File: src/hdl/moc_pkg.sv
// Shared constants, types and window reduction for the 3x3 open/close filter.
`default_nettype none

package moc_pkg;

    localparam int IMAGE_WIDTH  = 128;
    localparam int IMAGE_HEIGHT = 64;

    localparam int COL_W = $clog2(IMAGE_WIDTH);
    // The stream runs two rows and two pixels past the frame while it drains.
    localparam int ROW_W = $clog2(IMAGE_HEIGHT + 3);

    // Stream index of the item that brings out the frame's last result.
    localparam int T_LAST   = IMAGE_WIDTH * IMAGE_HEIGHT + 2 * IMAGE_WIDTH + 1;
    localparam int LAST_ROW = T_LAST / IMAGE_WIDTH;
    localparam int LAST_COL = T_LAST % IMAGE_WIDTH;

    localparam logic [7:0] PIX_MAX = 8'd255;
    localparam logic [7:0] PIX_MIN = 8'd0;

    // Cell r*3+k: row r (0 = oldest), column k (0 = leftmost).
    typedef logic [8:0][7:0] win_t;

    typedef struct packed {
        logic             rd_en;
        logic [COL_W-1:0] rd_addr;
        logic             push_en;
        logic [COL_W-1:0] push_addr;
    } line_ctrl_t;

    function automatic logic [7:0] pick(input logic [7:0] a, input logic [7:0] b,
                                        input logic take_max);
        logic a_wins;
        a_wins = take_max ? (a > b) : (a < b);
        return a_wins ? a : b;
    endfunction

    // Min or max over the cells of the window that lie inside the frame.
    function automatic logic [7:0] win_reduce(input win_t w, input logic edge_top,
                                              input logic edge_bot, input logic edge_left,
                                              input logic edge_right, input logic take_max);
        logic [8:0][7:0] c;
        logic [7:0]      idv;
        logic [7:0]      l0, l1, l2, l3, m0, m1, n0;
        logic            masked;
        idv = take_max ? PIX_MIN : PIX_MAX;
        for (int r = 0; r < 3; r++)
        begin
            for (int k = 0; k < 3; k++)
            begin
                masked = (r == 0 && edge_top) || (r == 2 && edge_bot) ||
                         (k == 0 && edge_left) || (k == 2 && edge_right);
                c[r * 3 + k] = masked ? idv : w[r * 3 + k];
            end
        end
        l0 = pick(c[0], c[1], take_max);
        l1 = pick(c[2], c[3], take_max);
        l2 = pick(c[4], c[5], take_max);
        l3 = pick(c[6], c[7], take_max);
        m0 = pick(l0, l1, take_max);
        m1 = pick(l2, l3, take_max);
        n0 = pick(m0, m1, take_max);
        return pick(n0, c[8], take_max);
    endfunction

endpackage

`default_nettype wire

File: src/hdl/moc_if.sv
// Valid/ready stream interfaces for the filter's input and result words.
`default_nettype none

interface moc_in_if;
    logic       valid;
    logic       ready;
    logic [7:0] pixel_in;
    logic       drain;

    modport source (output valid, output pixel_in, output drain, input ready);
    modport sink (input valid, input pixel_in, input drain, output ready);
endinterface

interface moc_out_if;
    logic       valid;
    logic       ready;
    logic [7:0] pixel_out;
    logic       frame_last;

    modport source (output valid, output pixel_out, output frame_last, input ready);
    modport sink (input valid, input pixel_out, input frame_last, output ready);
endinterface

`default_nettype wire

File: src/hdl/morphology_open_close_3x3_top.sv
// Top level: 3x3 grayscale opening/closing over a raster pixel stream.
// Throughput: one word per clock; the whole pipeline stalls only while a result
// sits unread in the output register.
// Pipeline: the word that causes a result passes v1_reg through v4_reg and then the output
// register; the result for pixel p is caused by stream word p + 2*IMAGE_WIDTH + 2.
// Reset: position counters, valid flags and mode clear at once; line stores are
// never cleared, out-of-frame neighbors are masked by position.
`default_nettype none

module morphology_open_close_3x3_top (
    input  wire logic       clk,
    input  wire logic       rst_n,
    moc_in_if.sink          in_ch,
    moc_out_if.source       out_ch,
    input  wire logic       cfg_we,
    input  wire logic       cfg_wdata
);

    localparam int COL_W = moc_pkg::COL_W;
    localparam int ROW_W = moc_pkg::ROW_W;

    typedef struct packed {
        logic             s_ok;
        logic [COL_W-1:0] s_col;
        logic             s_top;
        logic             s_bot;
        logic             s_left;
        logic             s_right;
        logic             p_ok;
        logic             p_top;
        logic             p_bot;
        logic             p_left;
        logic             p_right;
        logic             last;
        logic             closing;
    } pos_t;

    logic             mode_close_reg;
    logic [COL_W-1:0] col_reg, col_next;
    logic [ROW_W-1:0] row_reg, row_next;

    logic             adv;
    logic             accept;
    logic             pix_phase;
    logic             take;
    pos_t             pos;
    logic [ROW_W-1:0] s_row, p_row;
    logic             c0, c1;

    logic             v1_reg, v2_reg, v3_reg, v4_reg;
    logic [7:0]       pix1_reg, m3_reg;
    logic [COL_W-1:0] col1_reg;
    pos_t             info1_reg, info2_reg, info3_reg, info4_reg;

    logic             out_valid_reg;
    logic [7:0]       out_pix_reg;
    logic             out_last_reg;

    moc_pkg::line_ctrl_t ctrl1, ctrl2;
    moc_pkg::win_t       win1, win2;
    logic [7:0]          mid_val, res_val;

    // Stall everything only when the output register holds an untaken word.
    assign adv          = !out_valid_reg || out_ch.ready;
    assign in_ch.ready  = adv;
    assign accept       = in_ch.valid && in_ch.ready;
    assign pix_phase    = row_reg < ROW_W'(moc_pkg::IMAGE_HEIGHT);
    // Drop a drain word that arrives while pixels are still due.
    assign take         = accept && !(in_ch.drain && pix_phase);

    // Positions of the stage-one center (t - W - 1) and output (t - 2W - 2).
    always_comb
    begin
        c0 = (col_reg == '0);
        c1 = (col_reg == COL_W'(1));
        s_row = c0 ? row_reg - ROW_W'(2) : row_reg - ROW_W'(1);
        p_row = (c0 || c1) ? row_reg - ROW_W'(3) : row_reg - ROW_W'(2);

        pos.s_ok    = (row_reg >= ROW_W'(2)) || (row_reg == ROW_W'(1) && !c0);
        pos.s_col   = c0 ? COL_W'(moc_pkg::IMAGE_WIDTH - 1) : col_reg - COL_W'(1);
        pos.s_top   = (s_row == '0);
        pos.s_bot   = (s_row == ROW_W'(moc_pkg::IMAGE_HEIGHT - 1));
        pos.s_left  = c1;
        pos.s_right = c0;
        pos.p_ok    = (row_reg >= ROW_W'(3)) ||
                      (row_reg == ROW_W'(2) && !c0 && !c1);
        pos.p_top   = (p_row == '0);
        pos.p_bot   = (p_row == ROW_W'(moc_pkg::IMAGE_HEIGHT - 1));
        pos.p_left  = (col_reg == COL_W'(2));
        pos.p_right = c1;
        pos.last    = (row_reg == ROW_W'(moc_pkg::LAST_ROW)) &&
                      (col_reg == COL_W'(moc_pkg::LAST_COL));
        pos.closing = mode_close_reg;
    end

    always_comb
    begin
        col_next = col_reg;
        row_next = row_reg;
        if (take)
        begin
            priority if (pos.last)
            begin
                col_next = '0;
                row_next = '0;
            end
            else if (col_reg == COL_W'(moc_pkg::IMAGE_WIDTH - 1))
            begin
                col_next = '0;
                row_next = row_reg + ROW_W'(1);
            end
            else
            begin
                col_next = col_reg + COL_W'(1);
            end
        end
    end

    always_ff @(posedge clk or negedge rst_n)
    begin
        if (!rst_n)
        begin
            mode_close_reg <= 1'b0;
            col_reg        <= '0;
            row_reg        <= '0;
            v1_reg         <= 1'b0;
            v2_reg         <= 1'b0;
            v3_reg         <= 1'b0;
            v4_reg         <= 1'b0;
            out_valid_reg  <= 1'b0;
        end
        else
        begin
            if (cfg_we)
            begin
                mode_close_reg <= cfg_wdata;
            end
            col_reg <= col_next;
            row_reg <= row_next;
            if (adv)
            begin
                v1_reg        <= take;
                v2_reg        <= v1_reg && info1_reg.s_ok;
                v3_reg        <= v2_reg;
                v4_reg        <= v3_reg && info3_reg.p_ok;
                out_valid_reg <= v4_reg;
            end
        end
    end

    // Payload pipeline; advances with the valid flags.
    always_ff @(posedge clk)
    begin
        if (adv)
        begin
            pix1_reg    <= pix_phase ? in_ch.pixel_in : 8'd0;
            col1_reg    <= col_reg;
            info1_reg   <= pos;
            info2_reg   <= info1_reg;
            info3_reg   <= info2_reg;
            m3_reg      <= mid_val;
            info4_reg   <= info3_reg;
            out_pix_reg <= res_val;
            out_last_reg <= info4_reg.last;
        end
    end

    always_comb
    begin
        ctrl1.rd_en     = take;
        ctrl1.rd_addr   = col_reg;
        ctrl1.push_en   = adv && v1_reg;
        ctrl1.push_addr = col1_reg;

        ctrl2.rd_en     = adv && v2_reg;
        ctrl2.rd_addr   = info2_reg.s_col;
        ctrl2.push_en   = adv && v3_reg;
        ctrl2.push_addr = info3_reg.s_col;
    end

    moc_stage u_stage_in (
        .clk      (clk),
        .ctrl     (ctrl1),
        .push_val (pix1_reg),
        .win      (win1)
    );

    moc_stage u_stage_mid (
        .clk      (clk),
        .ctrl     (ctrl2),
        .push_val (m3_reg),
        .win      (win2)
    );

    // Closing dilates first; opening erodes first.
    assign mid_val = moc_pkg::win_reduce(win1, info2_reg.s_top, info2_reg.s_bot,
                                         info2_reg.s_left, info2_reg.s_right,
                                         info2_reg.closing);
    assign res_val = moc_pkg::win_reduce(win2, info4_reg.p_top, info4_reg.p_bot,
                                         info4_reg.p_left, info4_reg.p_right,
                                         !info4_reg.closing);

    assign out_ch.valid      = out_valid_reg;
    assign out_ch.pixel_out  = out_pix_reg;
    assign out_ch.frame_last = out_last_reg;

    a_drop_holds_pos: assert property (@(posedge clk) disable iff (!rst_n)
        (accept && in_ch.drain && pix_phase) |=> ($stable(col_reg) && $stable(row_reg)))
        else $error("dropped drain word moved the stream position");

    a_last_wraps: assert property (@(posedge clk) disable iff (!rst_n)
        (take && pos.last) |=> (col_reg == '0 && row_reg == '0))
        else $error("position did not return to zero after frame end");

    a_row_bound: assert property (@(posedge clk) disable iff (!rst_n)
        row_reg <= ROW_W'(moc_pkg::LAST_ROW))
        else $error("row counter ran past the drain tail");

    a_out_source: assert property (@(posedge clk) disable iff (!rst_n)
        $rose(out_valid_reg) |-> $past(v4_reg))
        else $error("result word appeared without an item in the last stage");

endmodule

`default_nettype wire

File: src/hdl/moc_ram.sv
// Generic single-write, single-read RAM with registered read data.
`default_nettype none

module moc_ram #(
    parameter int WIDTH = 16,
    parameter int DEPTH = 128,
    localparam int AW = (DEPTH > 1) ? $clog2(DEPTH) : 1
) (
    input  wire logic             clk,
    input  wire logic             we,
    input  wire logic [AW-1:0]    waddr,
    input  wire logic [WIDTH-1:0] wdata,
    input  wire logic             re,
    input  wire logic [AW-1:0]    raddr,
    output logic      [WIDTH-1:0] rdata
);

    logic [WIDTH-1:0] mem [DEPTH];

    always_ff @(posedge clk)
    begin
        if (we)
        begin
            mem[waddr] <= wdata;
        end
        if (re)
        begin
            rdata <= mem[raddr];
        end
    end

endmodule

`default_nettype wire

File: src/hdl/moc_stage.sv
// One window stage: two-row line store and a 3x3 window of shift registers.
`default_nettype none

module moc_stage (
    input  wire logic                clk,
    input  wire moc_pkg::line_ctrl_t ctrl,
    input  wire logic [7:0]          push_val,
    output moc_pkg::win_t            win
);

    // Upper byte holds the older row, lower byte the newer one.
    logic [15:0]   line_rdata;
    moc_pkg::win_t win_reg;
    moc_pkg::win_t win_next;

    moc_ram #(
        .WIDTH (16),
        .DEPTH (moc_pkg::IMAGE_WIDTH)
    ) u_line (
        .clk   (clk),
        .we    (ctrl.push_en),
        .waddr (ctrl.push_addr),
        .wdata ({line_rdata[7:0], push_val}),
        .re    (ctrl.rd_en),
        .raddr (ctrl.rd_addr),
        .rdata (line_rdata)
    );

    always_comb
    begin
        win_next = win_reg;
        for (int r = 0; r < 3; r++)
        begin
            win_next[r * 3]     = win_reg[r * 3 + 1];
            win_next[r * 3 + 1] = win_reg[r * 3 + 2];
        end
        win_next[2] = line_rdata[15:8];
        win_next[5] = line_rdata[7:0];
        win_next[8] = push_val;
    end

    always_ff @(posedge clk)
    begin
        if (ctrl.push_en)
        begin
            win_reg <= win_next;
        end
    end

    assign win = win_reg;

endmodule

`default_nettype wire

File: src/flat_wrapper.sv
// flat-port wrapper written by rule: the top's interface ports become plain ports
module morphology_open_close_3x3_top_flat 
  (clk, rst_n, cfg_we, cfg_wdata, in_ch_valid, in_ch_pixel_in, in_ch_drain, in_ch_ready, out_ch_valid, out_ch_pixel_out, out_ch_frame_last, out_ch_ready);
  moc_in_if in_ch_i ();
  moc_out_if out_ch_i ();
  input  wire logic clk;
  input  wire logic rst_n;
  input  wire logic cfg_we;
  input  wire logic cfg_wdata;
  input wire logic [$bits(in_ch_i.valid)-1:0] in_ch_valid;
  input wire logic [$bits(in_ch_i.pixel_in)-1:0] in_ch_pixel_in;
  input wire logic [$bits(in_ch_i.drain)-1:0] in_ch_drain;
  output wire logic [$bits(in_ch_i.ready)-1:0] in_ch_ready;
  output wire logic [$bits(out_ch_i.valid)-1:0] out_ch_valid;
  output wire logic [$bits(out_ch_i.pixel_out)-1:0] out_ch_pixel_out;
  output wire logic [$bits(out_ch_i.frame_last)-1:0] out_ch_frame_last;
  input wire logic [$bits(out_ch_i.ready)-1:0] out_ch_ready;
  assign in_ch_i.valid = in_ch_valid;
  assign in_ch_i.pixel_in = in_ch_pixel_in;
  assign in_ch_i.drain = in_ch_drain;
  assign in_ch_ready = in_ch_i.ready;
  assign out_ch_valid = out_ch_i.valid;
  assign out_ch_pixel_out = out_ch_i.pixel_out;
  assign out_ch_frame_last = out_ch_i.frame_last;
  assign out_ch_i.ready = out_ch_ready;
  morphology_open_close_3x3_top u_core (.clk(clk), .rst_n(rst_n), .in_ch(in_ch_i), .out_ch(out_ch_i), .cfg_we(cfg_we), .cfg_wdata(cfg_wdata));
endmodule
File: config.mk
export PLATFORM = sky130hd
export DESIGN_NAME = morphology_open_close_3x3_top_flat
export DESIGN_NICKNAME = d
export VERILOG_FILES = /design/src/hdl/moc_pkg.sv /design/src/hdl/moc_if.sv /design/src/hdl/morphology_open_close_3x3_top.sv /design/src/hdl/moc_ram.sv /design/src/hdl/moc_stage.sv /design/src/flat_wrapper.sv
export SDC_FILE = /design/constraint.sdc
export NUM_CORES = 2
export LEC_CHECK = 0
export BUFFER_PORTS_ARGS = -buffer_cell sky130_fd_sc_hd__buf_4
export CAP_MARGIN = 20
export CORE_MARGIN = 5
export CORE_UTILIZATION = 50
export DETAILED_ROUTE_END_ITERATION = 16
export PLACE_DENSITY = 0.65
export SKIP_LAST_GASP = 1
export SLEW_MARGIN = 20
export SYNTH_ARGS = -nofsm -noshare
export SYNTH_HDL_FRONTEND = slang
export SYNTH_SLANG_ARGS = --single-unit
File: constraint.sdc
create_clock -name clk -period 15.6 [get_ports clk]
set_clock_uncertainty 0.1 [all_clocks]
set_input_delay 0.78 -clock clk [delete_from_list [all_inputs] [get_ports clk]]
set_output_delay 0.78 -clock clk [all_outputs]
set_load 0.05 [all_outputs]
== Yosys cells after proc, flatten, opt, wreduce, memory -nomap -nowiden ==
Memory sizes are Yosys's and may differ from the RTL's. A register that Yosys moved wholly into a read port is not among the register bits.
Cells that the tools add are included.

* Equal/unequal tests: 8
* Reduce and logical (&&, ||, !) cells: 33
* Multiplexer cells: 60
* $add $sub $neg: 6
* Magnitude comparators: 35

{| class="wikitable"
|+ Operators by type and width
! kind !! number
|-
| 8-bit 2-to-1 mux || 34
|-
| 8-bit > comparator || 16
|-
| 8-bit < comparator || 16
|-
| 7-bit 2-to-1 mux || 6
|-
| 7-bit zero test || 3
|-
| 1-bit 2-to-1 mux || 20
|-
| 7-bit by 1-bit adder with 7-bit output (second input constant) || 2
|-
| 7-bit by 1-bit equality test with 1-bit output (second input constant) || 2
|-
| 7-bit by 2-bit equality test with 1-bit output (second input constant) || 2
|-
| 7-bit by 6-bit equality test with 1-bit output (second input constant) || 2
|-
| 7-bit equality test (second input constant) || 2
|-
| 7-bit by 2-bit greater-or-equal comparator with 1-bit output (second input constant) || 2
|-
| 7-bit by 1-bit subtractor with 7-bit output (second input constant) || 2
|-
| 7-bit by 2-bit subtractor with 7-bit output (second input constant) || 2
|-
| 1-bit logical AND || 12
|-
| 1-bit logical OR || 12
|-
| 7-bit < comparator (second input constant) || 1
|-
| 1-bit zero test || 4
|-
| 2-bit AND reduction || 1
|-
| 2-bit nonzero test || 1
|}

* Input port bits: 15
* Memories kept: 2
* Logic and storage cells: 212
* Register bits after elaboration: 251
* RAM bits: 4096

{| class="wikitable"
|+ Memories
! name !! depth !! bits a word !! read ports !! clocked after memory_dff !! write ports !! RTL line !! RTL
|-
| u_core.u_stage_in.u_line.mem || 128 || 16 || 1 || 1 || 1 || moc_ram.sv:18 || <nowiki>logic [WIDTH-1:0] mem [DEPTH];</nowiki>
|-
| u_core.u_stage_mid.u_line.mem || 128 || 16 || 1 || 1 || 1 || moc_ram.sv:18 ||
|}

== Logic depth before layout (Yosys ltp) ==
* Depth after elaboration: 14
* Gate-level depth with buffers: 47
* Gate-level depth less buffers: 45

== By module ==
From an unflattened synthesis, not the netlist that was laid out.

* Cell total of the unflattened synthesis: 7515
* Area total of the unflattened synthesis: 172201.4 um^2

{| class="wikitable"
|+ By module, submodules not included
! module !! instances !! area each (um^2) !! cells an instance !! sequential area each (um^2)
|-
| moc_ram || 2 || 78683.0 || 3086 || 61979.4
|-
| morphology_open_close_3x3_top || 1 || 10511.3 || 1199 || 3113.0
|-
| moc_stage || 2 || 2162.1 || 72 || 2162.1
|}

== Worst setup path before layout ==
No wires, ideal clock.

* Kind: reg-to-reg
* Start point: register u_core.info2_reg[9] in the netlist's numbering
* End point: register u_core.m3_reg[0], data pin
* Stages on the path, launching flop included: 44
* Clock period less this slack: 8.486 ns
* Arrival time: 8.127 ns
* Setup slack: 7.114 ns
* Data required time: 15.241 ns
* Path through: edfxtp_1 > clkbuf_1 > clkinv_1 > nor2_1 > a21oi_1 > ha_1 > and4_1 > nand2_1 > or3_1 > a2bb2oi_1 > a31oi_1 > buf_2 > nor2_1 > a21o_1 > ha_1 > a21oi_1 > nor2b_1 > o21ai_0 > (+8 left out) > nor2b_1 > o21a_1 > o21a_1 > o21bai_1 > nand2_1 > o21ai_0 > clkbuf_1 > mux2i_1 > ha_1 > a21o_1 > a21o_1 > a21oi_1 > o21ai_0 > mux2_2 > inv_1 > nand2_1 > o22a_1 > o31a_1

* Word-level cells in the longest chain between the ends: 14

{| class="wikitable"
|+ Ends and longest elaborated chain
! what !! RTL line !! RTL
|-
| start: declaration || morphology_open_close_3x3_top.sv:53 || <nowiki>pos_t info1_reg, info2_reg, info3_reg, info4_reg;</nowiki>
|-
| start signal: assignment || morphology_open_close_3x3_top.sv:159 || <nowiki>info2_reg <= info1_reg;</nowiki>
|-
| 1-bit logical OR || moc_pkg.sv:51 || <nowiki>masked = (r == 0 && edge_top) || (r == 2 && edge_bot) ||</nowiki>
|-
| 8-bit 2-to-1 mux || moc_pkg.sv:53 || <nowiki>c[r * 3 + k] = masked ? idv : w[r * 3 + k];</nowiki>
|-
| 8-bit < comparator or 8-bit > comparator (tied branches) || moc_pkg.sv:34 || <nowiki>a_wins = take_max ? (a > b) : (a < b);</nowiki>
|-
| 1-bit 2-to-1 mux || moc_pkg.sv:34 ||
|-
| 8-bit 2-to-1 mux || moc_pkg.sv:35 || <nowiki>return a_wins ? a : b;</nowiki>
|-
| 8-bit < comparator or 8-bit > comparator (tied branches) || moc_pkg.sv:34 ||
|-
| 1-bit 2-to-1 mux || moc_pkg.sv:34 ||
|-
| 8-bit 2-to-1 mux || moc_pkg.sv:35 ||
|-
| 8-bit < comparator or 8-bit > comparator (tied branches) || moc_pkg.sv:34 ||
|-
| 1-bit 2-to-1 mux || moc_pkg.sv:34 ||
|-
| 8-bit 2-to-1 mux || moc_pkg.sv:35 ||
|-
| 8-bit < comparator or 8-bit > comparator (tied branches) || moc_pkg.sv:34 ||
|-
| 1-bit 2-to-1 mux || moc_pkg.sv:34 ||
|-
| 8-bit 2-to-1 mux * || moc_pkg.sv:35 ||
|-
| net u_core.mid_val[0] || morphology_open_close_3x3_top.sv:61 || <nowiki>logic [7:0] mid_val, res_val;</nowiki>
|-
| end signal: assignment || morphology_open_close_3x3_top.sv:161 || <nowiki>m3_reg <= mid_val;</nowiki>
|-
| end: declaration || morphology_open_close_3x3_top.sv:51 || <nowiki>logic [7:0] pix1_reg, m3_reg;</nowiki>
|}

Mark *: on every way through the listed nets, which the timed path passes. The rest lies on a longest branch.
A chain may end at the register's enable or synchronous reset.

== Worst setup path in the final report ==
* Start point: register u_core.info4_reg[0] in the netlist's numbering
* End point: register u_core.out_pix_reg[0] (netlist: u_core.out_ch.pixel_out[0]), data pin

* Word-level cells in the longest chain between the ends: 14

{| class="wikitable"
|+ Ends and longest elaborated chain
! what !! RTL line !! RTL
|-
| start: declaration || morphology_open_close_3x3_top.sv:53 ||
|-
| start signal: assignment || morphology_open_close_3x3_top.sv:162 || <nowiki>info4_reg <= info3_reg;</nowiki>
|-
| 8-bit 2-to-1 mux || moc_pkg.sv:46 || <nowiki>idv = take_max ? PIX_MIN : PIX_MAX;</nowiki>
|-
| 8-bit 2-to-1 mux || moc_pkg.sv:53 ||
|-
| 8-bit > comparator or 8-bit < comparator (tied branches) || moc_pkg.sv:34 ||
|-
| 1-bit 2-to-1 mux || moc_pkg.sv:34 ||
|-
| 8-bit 2-to-1 mux || moc_pkg.sv:35 ||
|-
| 8-bit > comparator or 8-bit < comparator (tied branches) || moc_pkg.sv:34 ||
|-
| 1-bit 2-to-1 mux || moc_pkg.sv:34 ||
|-
| 8-bit 2-to-1 mux || moc_pkg.sv:35 ||
|-
| 8-bit > comparator or 8-bit < comparator (tied branches) || moc_pkg.sv:34 ||
|-
| 1-bit 2-to-1 mux || moc_pkg.sv:34 ||
|-
| 8-bit 2-to-1 mux || moc_pkg.sv:35 ||
|-
| 8-bit > comparator or 8-bit < comparator (tied branches) || moc_pkg.sv:34 ||
|-
| 1-bit 2-to-1 mux || moc_pkg.sv:34 ||
|-
| 8-bit 2-to-1 mux * || moc_pkg.sv:35 ||
|-
| net u_core.res_val[0] || morphology_open_close_3x3_top.sv:61 ||
|-
| end signal: assignment || morphology_open_close_3x3_top.sv:163 || <nowiki>out_pix_reg <= res_val;</nowiki>
|-
| end: declaration || morphology_open_close_3x3_top.sv:56 || <nowiki>logic [7:0] out_pix_reg;</nowiki>
|}

Marks and branches as above.

==> impl_metrics.tcl <==
set metrics [dict create \
    clkTransAtPathRegs_ps 70 \
    floorplan.die_area_um2 355400 \
    globalRouteOverflowTotal 0 \
    cts_buffers 433 \
    p_comb_frac 0.352 \
    mappedNetlistArea_um2 171800 \
    cp.required_ps 16190 \
    worstPathMaxFanout 16 \
    ys_types 78 \
    internal_power_mw 25.82 \
    run_status "complete, no violations" \
    first_pass_iters 5 \
    critPathSlowestCell "sky130_fd_sc_hd__o22ai_1" \
    pwr-share-clk 0.264 \
    synth_top_cells_by_area "sky130_fd_sc_hd__edfxtp_1 76%, sky130_fd_sc_hd__mux4_2 18%, sky130_fd_sc_hd__ha_1 0.98%" \
    period_utilization 0.6672 \
    tns_ps 0 \
    timing.final.setup_violations 0 \
    power.density_cell_area_nw_per_um2 199.3 \
    num-nets-final 8130 \
    irDropWorstVdd_v 0.0002073 \
    grt_usage 0.2238 \
    crit_arrival_ps 11000 \
    tritoncts_num_sinks 4379 \
    hold-worst-slack_ps 80.44 \
    post-route-min-period_ps 10410 \
    cap_viol_max_count 0 \
    antenna_found_initial 18 \
    crit_top_cell "sky130_fd_sc_hd__a21o_1" \
    timing.final.ws_setup_ps 5192 \
    clockBufferDepth 4 \
    synthesis.area_per_instance_um2 22.91 \
    fillers 24850 \
    post_drt_wl_per_cell_um 30.92 \
    crit_path_start_kind "register" \
    sequential_cell_area_um2 131400 \
    switching_power_mw 12.77 \
    layout_top_registers "u_core.u_stage_in.u_line.mem: 2048 flops, u_core.u_stage_mid.u_line.mem: 2048 flops" \
    dr_total_vias 79990 \
    place_congestion 0.8112 \
    source_to_sink_clock_delay_at_the_later_pin_of_the_worst_skew_pair_ps 980 \
    drt_iter0_markers 9493 \
    max_slew_margin 0.2720 \
    crit_type "reg -> reg" \
    synth-warning-count 0 \
    first_global_vias 80750 \
    start_util 0.5013 \
    grt_setup_unrepaired "no" \
    vias_per_cell 6.194 \
    dieHeight_um 596.2 \
    clock_tree.htree_level_count 5 \
    yosys.area.top_type_share 0.7619 \
    power_leakage_nw 61.07 \
    dominant_register_cell_in_the_synthesized_netlist "sky130_fd_sc_hd__edfxtp_1" \
    cts_setup_buffers 0 \
    post-place-ws_ps 5373 \
    grt_pass1_wl_um 582000 \
    ys_ff_latch 4379 \
    report.final.hold_viol_count 0 \
    most_used_standard_cell_by_instance_count_after_synthesis "sky130_fd_sc_hd__edfxtp_1" \
    fmax_mhz 96.08 \
    max_stage_delay_ps 850 \
    clockRootBuffer "sky130_fd_sc_hd__clkbuf_16" \
    floorplan.rows 215 \
    port_buffers 25 \
    ant_nets 0 \
    area_delta_synth_final_pct 12.70 \
    postPlaceCellArea_um2 179300 \
    asyncSetResetFlopFracSynth 0.004567 \
    post_route_cells_drive_above_1_share 0.2963 \
    multi_input_area_um2 38730 \
    switching_share 0.3310 \
    coreArea_um2 342700 \
    synth_nets 7647 \
    drcViolationCount 0 \
    worst_pin_slew_ps 1092 \
    grt_start_max_net_pins 128 \
    totalWireLength_um 399300 \
    finalPower_mw 38.60 \
    worst_setup_path_end_kind "register" \
    detailed_place_hpwl_um 231800 \
    share_seq_of_total_power 0.384 \
    synth.largest_area_cell "sky130_fd_sc_hd__edfxtp_1" \
    ioPinCount 26 \
    seq_area_frac_synth 0.7648 \
    cts_tree "done" \
    final_design_area_no_fill_um2 193600 \
    min-delay-path-class "in -> reg" \
    post_synth_inst_count 7498 \
    synth-edff-count 4359 \
    maxSlewViolCount 0 \
    synth.top_cells.by_count "4359 x sky130_fd_sc_hd__edfxtp_1, 1344 x sky130_fd_sc_hd__mux4_2, 331 x sky130_fd_sc_hd__nor2_1, 221 x sky130_fd_sc_hd__clkbuf_1, 146 x sky130_fd_sc_hd__a21oi_1" \
    die_width_um 596.2 \
]
## metal layers
layer | vias to the layer above | GRT usage | part of all wire
met2 | 3279 | 0.3533 | 0.48
met3 | 557 | 0.03556 | 0.073
met1 | 43290 | 0.3323 | 0.42
li1 | 32860 | - | -
met4 | 4 | 0.05752 | 0.028
met5 | - | 0 | 0.000053
## cell type report
class	count	share of cell area
sequential	4379	0.6787
multi-input combinational	2646	0.2001
clock buffer	532	0.05804
tap	4557	0.02945
timing repair buffer	406	0.01705
clock inverter	273	0.01439
inverter	115	0.002229
antenna	7	0.00009047
## cells in the final DEF (no fill, tap or decap), drive strengths merged, types with 6 or more instances in the layout
| cell | synthesis | final |
|---|---|---|
| xnor2 | 12 | 12 |
| a221oi | 10 | 10 |
| clkbuf | 221 | 532 |
| and3 | 14 | 14 |
| inv | 109 | 119 |
| nor2b | 43 | 43 |
| nor3 | 22 | 22 |
| buf | 137 | 399 |
| o21a | 16 | 16 |
| and2 | 9 | 9 |
| a21boi | 6 | 6 |
| mux4 | 1344 | 1344 |
| nand4 | 32 | 32 |
| edfxtp | 4359 | 4359 |
| ha | 134 | 134 |
| a21oi | 148 | 148 |
| a211oi | 15 | 15 |
| clkinvlp | 0 | 17 |
| a21o | 48 | 48 |
| nor2 | 331 | 331 |
| dfrtp | 20 | 20 |
| mux2i | 52 | 52 |
| nand2 | 142 | 142 |
| xor2 | 7 | 7 |
| mux2 | 60 | 60 |
| o21ai | 69 | 69 |
| diode | 0 | 7 |
| nand2b | 16 | 16 |
| bufinv | 0 | 37 |
| clkinv | 6 | 215 |
| nand3 | 39 | 39 |
| dlygate4sd3 | 0 | 7 |
## final timing paths
kind                                           from                          to  slack [ps]  depth (start not counted)
worst max-delay path            u_core.info4_reg[0]  u_core.out_ch.pixel_out[0]        5190                         36
worst min-delay path              in_ch_pixel_in[1]          u_core.pix1_reg[1]          80                          2
worst max register to register  u_core.info4_reg[0]  u_core.out_ch.pixel_out[0]        5190                         36
worst min register to register  u_core.info2_reg[6]         u_core.info3_reg[6]         320                          0
max in group asynchronous                     rst_n           u_core.col_reg[0]       14730                          2
min in group asynchronous                     rst_n               u_core.v4_reg         310                          2
## through the flow
step | cells | util
2_1_floorplan | 7498 | -
3_3_place_gp | 12090 | 0.5231
3_5_place_dp | 12090 | 0.5233
4_1_cts | 12900 | 0.5644
5_1_grt | 12910 | 0.5649
6_report | 12920 | 0.5650
## critical path: cells and delay by family, from the launching register on
| family | cells | cell delay [ps] |
|---|---|---|
| AOI/OAI and AO/OA | 19 | 4290 |
| DFF | 1 | 760 |
| adders and majority gates | 4 | 1200 |
| and+or+nand+nor | 5 | 1380 |
| muxes | 4 | 1470 |
| buffers and inverters | 4 | 930 |
## power by group through the flow
stage	Combinational (mW)	Sequential (mW)	Clock (mW)
floorplan	8.60	15.5	0
global placement	13.3	15.1	0
detailed placement	13.6	15.1	0
CTS	13.7	14.9	10.4
global route	14.6	14.9	10.9
finish	13.6	14.8	10.2
## repair_timing
action,4_1_cts,5_1_grt
gates resized for setup,0,0
endpoints found under the hold margin,25,0
hold buffers,7,0
## kinds of logic after synthesis
| logic type | count (synthesis) | share of synthesized area |
|---|---|---|
| AOI/OAI and AO/OA | 363 | 0.01336 |
| muxes | 1456 | 0.1833 |
| xor gates and xnor gates | 19 | 0.0009686 |
| and+or+nand+nor | 673 | 0.01739 |
| buffers and inverters | 473 | 0.01041 |
| DFF | 4379 | 0.7648 |
| adders and majority gates | 135 | 0.009817 |
(Power assumes the default switching activity.)
